`src/hdl/qts_div.sv`:
```
// restoring divider, one quotient bit per stage; rem_in must be below divisor
module qts_div #(
    parameter int DVW = 31,
    parameter int QB  = 30,
    parameter int SBW = 1
) (
    input  logic             clk,
    input  logic             rst_n,
    input  logic             in_valid,
    input  logic [DVW-1:0]   rem_in,
    input  logic [QB-1:0]    num_in,
    input  logic [DVW-1:0]   divisor,
    input  logic [SBW-1:0]   in_sb,
    output logic             out_valid,
    output logic [QB-1:0]    quo,
    output logic [SBW-1:0]   out_sb
);
    logic [DVW-1:0] rem_reg [QB];
    logic [QB-1:0]  num_reg [QB];
    logic [SBW-1:0] sb_reg  [QB];
    logic           vld_reg [QB];

    for (genvar i = 0; i < QB; i++)
    begin : g_step
        logic [DVW-1:0] rem_cur;
        logic [QB-1:0]  num_cur;
        logic [SBW-1:0] sb_cur;
        logic           vld_cur;
        logic [DVW:0]   trial;
        logic [DVW:0]   diff;
        logic           ge;
        logic [DVW-1:0] rem_next;
        logic [QB-1:0]  num_next;

        if (i == 0)
        begin : g_first
            assign rem_cur = rem_in;
            assign num_cur = num_in;
            assign sb_cur  = in_sb;
            assign vld_cur = in_valid;
        end
        else
        begin : g_rest
            assign rem_cur = rem_reg[i-1];
            assign num_cur = num_reg[i-1];
            assign sb_cur  = sb_reg[i-1];
            assign vld_cur = vld_reg[i-1];
        end

        // dividend bits leave at the top of num, quotient bits enter at the bottom
        always_comb
        begin
            trial    = {rem_cur, num_cur[QB-1]};
            ge       = trial >= {1'b0, divisor};
            diff     = trial - {1'b0, divisor};
            rem_next = ge ? diff[DVW-1:0] : trial[DVW-1:0];
            num_next = {num_cur[QB-2:0], ge};
        end

        always_ff @(posedge clk or negedge rst_n)
        begin
            if (!rst_n)
                vld_reg[i] <= 1'b0;
            else
                vld_reg[i] <= vld_cur;
        end

        always_ff @(posedge clk)
        begin
            rem_reg[i] <= rem_next;
            num_reg[i] <= num_next;
            sb_reg[i]  <= sb_cur;
        end
    end

    assign out_valid = vld_reg[QB-1];
    assign quo       = num_reg[QB-1];
    assign out_sb    = sb_reg[QB-1];

endmodule

```
`config.mk`:
```
export PLATFORM = sky130hd
export DESIGN_NAME = qts_div
export DESIGN_NICKNAME = d
export VERILOG_FILES = /design/src/hdl/qts_div.sv
export SDC_FILE = /design/constraint.sdc
export NUM_CORES = 2
export LEC_CHECK = 0
export BUFFER_PORTS_ARGS = -buffer_cell sky130_fd_sc_hd__buf_4
export CAP_MARGIN = 40
export CORE_MARGIN = 5
export CORE_UTILIZATION = 60
export CTS_CLUSTER_SIZE = 30
export DETAILED_ROUTE_END_ITERATION = 6
export GPL_TIMING_DRIVEN = 0
export PLACE_DENSITY = 0.81
export SETUP_SLACK_MARGIN = 0.02
export SLEW_MARGIN = 10
export SYNTH_ARGS = -nofsm -noshare
export SYNTH_HDL_FRONTEND = slang
export SYNTH_SLANG_ARGS = --single-unit
```
`constraint.sdc`:
```
create_clock -name clk -period 3.9 [get_ports clk]
set_input_delay 0.585 -clock clk [delete_from_list [all_inputs] [get_ports clk]]
set_output_delay 0.585 -clock clk [all_outputs]
set_load 0.02 [all_outputs]
```
==> impl_metrics.tcl <==
set metrics [dict create \
    grt_max_degree 31 \
    dp.cells 11980 \
    ir_drop_mv 0.6436 \
    fmax_ghz 0.2625 \
    dr_total_vias 75570 \
    grt_pass1_wl_um 390200 \
    synth_common_cells "dfxtp_1, ha_1, a21oi_1, nand2_1, nor2_1" \
    largest_reg_flops 900 \
    synth_flop_cell "dfxtp_1" \
    cts_sinks 1859 \
    max_slew_margin_pct 27.81 \
    synthMuxAreaShare_pct 5.005 \
    grt-ovfl-total 0 \
    synth_top_family_by_area "compound AO/OA/AOI/OAI gates" \
    cts_buffers 184 \
    syn_inst 9785 \
    dpl.hpwl_um 179500 \
    finalSetupViolCount 0 \
    fin_crit_sh_pct 97.69 \
    firstDrtPassIters 6 \
    required_ps 4600 \
    first_iter_violations 5362 \
    die_w_um 402.4 \
    wl_um 252100 \
    arrival_ps 4510 \
    coreArea_um2 153500 \
    vias_per_cell 6.092 \
    drv_slew 0 \
    fin_crit_ps 3810 \
    ioPinCount 128 \
    drcViolationCount 0 \
    fin_ws_ps 89.95 \
    fin_cells 12410 \
    worst-path-max-fanout 30 \
    cts_tree "done" \
    drive_gt1_share_pct 10.60 \
    syn_to_final_growth_pct 12.87 \
    synth_top_area_share_pct 39.63 \
    critPathCaptureType "flop" \
    outcome "completed" \
    ys_ff_latch 1859 \
    port_buffers 127 \
    worstMarginPinSlew_ps 1074 \
    grt_pass1_vias 74480 \
    synth_compound_area_share_pct 20.03 \
    r2r-end "rem_reg[1][86]$_DFF_P_" \
    hp-start "rem_in[23]" \
    fin_hold_ws_ps 53.91 \
    yosysSeqAreaShare_pct 40.44 \
    cts.path.max_buffers 3 \
    power_density_nw_per_um2 1036 \
    start_util_pct 60.18 \
    leakage_uw 0.04636 \
    postLayoutCoreUtil_pct 67.93 \
    synth_area_um2 92390 \
    fill_cells 11840 \
    finClkSkew_ps 36.61 \
    gp_congestion 0.9206 \
    wire_per_inst_um 20.32 \
    synth.most_common_cell "dfxtp_1" \
    synthXorXnorAreaFrac_pct 6.949 \
    hold_viol_final 0 \
    r2r_slack_ps 140 \
    synth_area_leaders "dfxtp_1, ha_1, a21oi_1" \
    synth_nets 10840 \
    die_area_um2 161900 \
    rows 144 \
    clk_pin_slew_ps 60 \
    fp.dieH_um 402.4 \
    maxCapViolations 0 \
    root_buffer "clkbuf_16" \
    reg2regPathDepth 15 \
    grt_usage_pct 29.78 \
    setup.worst_path.class "in2reg" \
    whs_endpoint "rem_reg[0][24]$_DFF_P_" \
    ys_types 95 \
    antenna_found_initial 4 \
    nNetsFinal 11260 \
    synth-simple-area-share_pct 12.16 \
    yosysTopAreaCell "dfxtp_1" \
    hold_path_class "in2reg" \
    cp-start-kind "input pin" \
    clock_latency_ps 850 \
    yosys_warnings 0 \
    synth-edff-count 0 \
    async_reset_ff_share_pct 1.614 \
    h-tree-depth 4 \
    synth_adder_area_share_pct 13.22 \
    ant_nets 0 \
    worstHoldPathCells 3 \
    preCtsSetupSlack_ps -1439 \
    r2r-start "num_reg[1][59]$_DFF_P_" \
    synth.avg_cell_area_um2 9.442 \
]
-- logic make-up (layout without fill, tap and decap cells) --
group,count (synthesis),in the layout
multiplexers,413,413
XOR/XNOR,733,733
AO/OA/AOI/OAI,2937,2937
other,0,6
AND/OR/NAND/NOR,2366,2366
flip-flops,1859,1859
buffers and inverters,518,1089
adder cells (fa/ha/maj),959,959
-- stage by stage --
| stage | setup TNS [ps] | area [um2] | total power [uW] |
|---|---|---|---|
| 2_1_floorplan | 0 | 92400 | 73240 |
| 3_3_place_gp | -1844300 | 95910 | 85600 |
| 3_5_place_dp | -874140 | 96640 | 87430 |
| 4_1_cts | 0 | 104000 | 106800 |
| 5_1_grt | -1.624 | 104300 | 115400 |
| 6_report | 0 | 104300 | 108100 |
-- area by class of cell --
| class | count | area [um2] | area share (%) |
|---|---|---|---|
| multi-input combinational | 7408 | 53230 | 51.04 |
| sequential | 1859 | 37370 | 35.83 |
| clock buffer | 253 | 5340 | 5.121 |
| tap | 2044 | 2557 | 2.453 |
| timing repair buffer | 238 | 2440 | 2.340 |
| inverter | 293 | 1174 | 1.125 |
| clock inverter | 82 | 1160 | 1.112 |
| buffer | 223 | 997.2 | 0.9563 |
| antenna | 6 | 15.01 | 0.01440 |
-- layout by cell type (no fill, tap or decap), drive strengths merged, types with 85 or more instances in the layout --
master	instances
dfxtp	1829
ha	930
a21oi	910
nand2	701
nor2	645
o21ai	639
a21o	514
xnor2	446
clkbuf	422
mux2	377
inv	301
xor2	287
buf	233
nand3	188
nand4	137
nor2b	133
nor3	119
o21a	114
a31oi	113
nand2b	112
o21bai	108
and3	85
-- what timing repair did --
action                                  CTS  global route
hold buffers                             59             0
endpoints found under the setup margin  681           556
pin swaps                                 2             7
hold endpoints to repair                 88             0
buffers inserted                         14            10
gates resized for setup                  33           110
-- where the power goes --
| part | total (uW) | leakage (uW) | internal (uW) | switching (uW) |
|---|---|---|---|---|
| clock network | 18500 | 0.00315 | 10800 | 7660 |
| registers | 31300 | 0.0158 | 27000 | 4280 |
| logic | 58200 | 0.0274 | 25300 | 33000 |
| total | 108000 | 0.0464 | 63200 | 44900 |
-- layer usage --
| layer | part of all wire (%) | vias to the layer above | wire, um | global-route usage [%] |
|---|---|---|---|---|
| li1 | - | 36280 | - | - |
| met3 | 6.8 | 1056 | 17120 | 5.172 |
| met2 | 47 | 3114 | 117900 | 50.57 |
| met1 | 38 | 35120 | 96410 | 34.03 |
| met4 | 8.2 | 2 | 20680 | 21.01 |
| met5 | 0.0052 | - | 13 | 0 |
-- critical path: stages --
cell,delay [ps]
buf_6,470
ha_1,350
fa_1,240
nand2b_1,200
a21oi_4,100
o31ai_2,350
o31a_1,240
o211ai_1,150
a21oi_1,220
o31ai_1,90
a31oi_1,360
o21a_1,310
buf_2,360
mux2_2,410
-- worst max path at each step --
stage	startpoint	end	depth (start not counted)
finish	divisor[0]	rem_reg[0][338]$_DFF_P_	14
global route	num_reg[1][359]$_DFF_P_	rem_reg[1][387]$_DFF_P_	14
CTS	num_reg[1][59]$_DFF_P_	rem_reg[1][66]$_DFF_P_	15
detailed placement	divisor[2]	rem_reg[1][25]$_DFF_P_	16
global placement	divisor[1]	rem_reg[1][215]$_DFF_P_	13
floorplan	divisor[1]	rem_reg[0][461]$_DFF_P_	12
(Power assumes the default switching activity.)
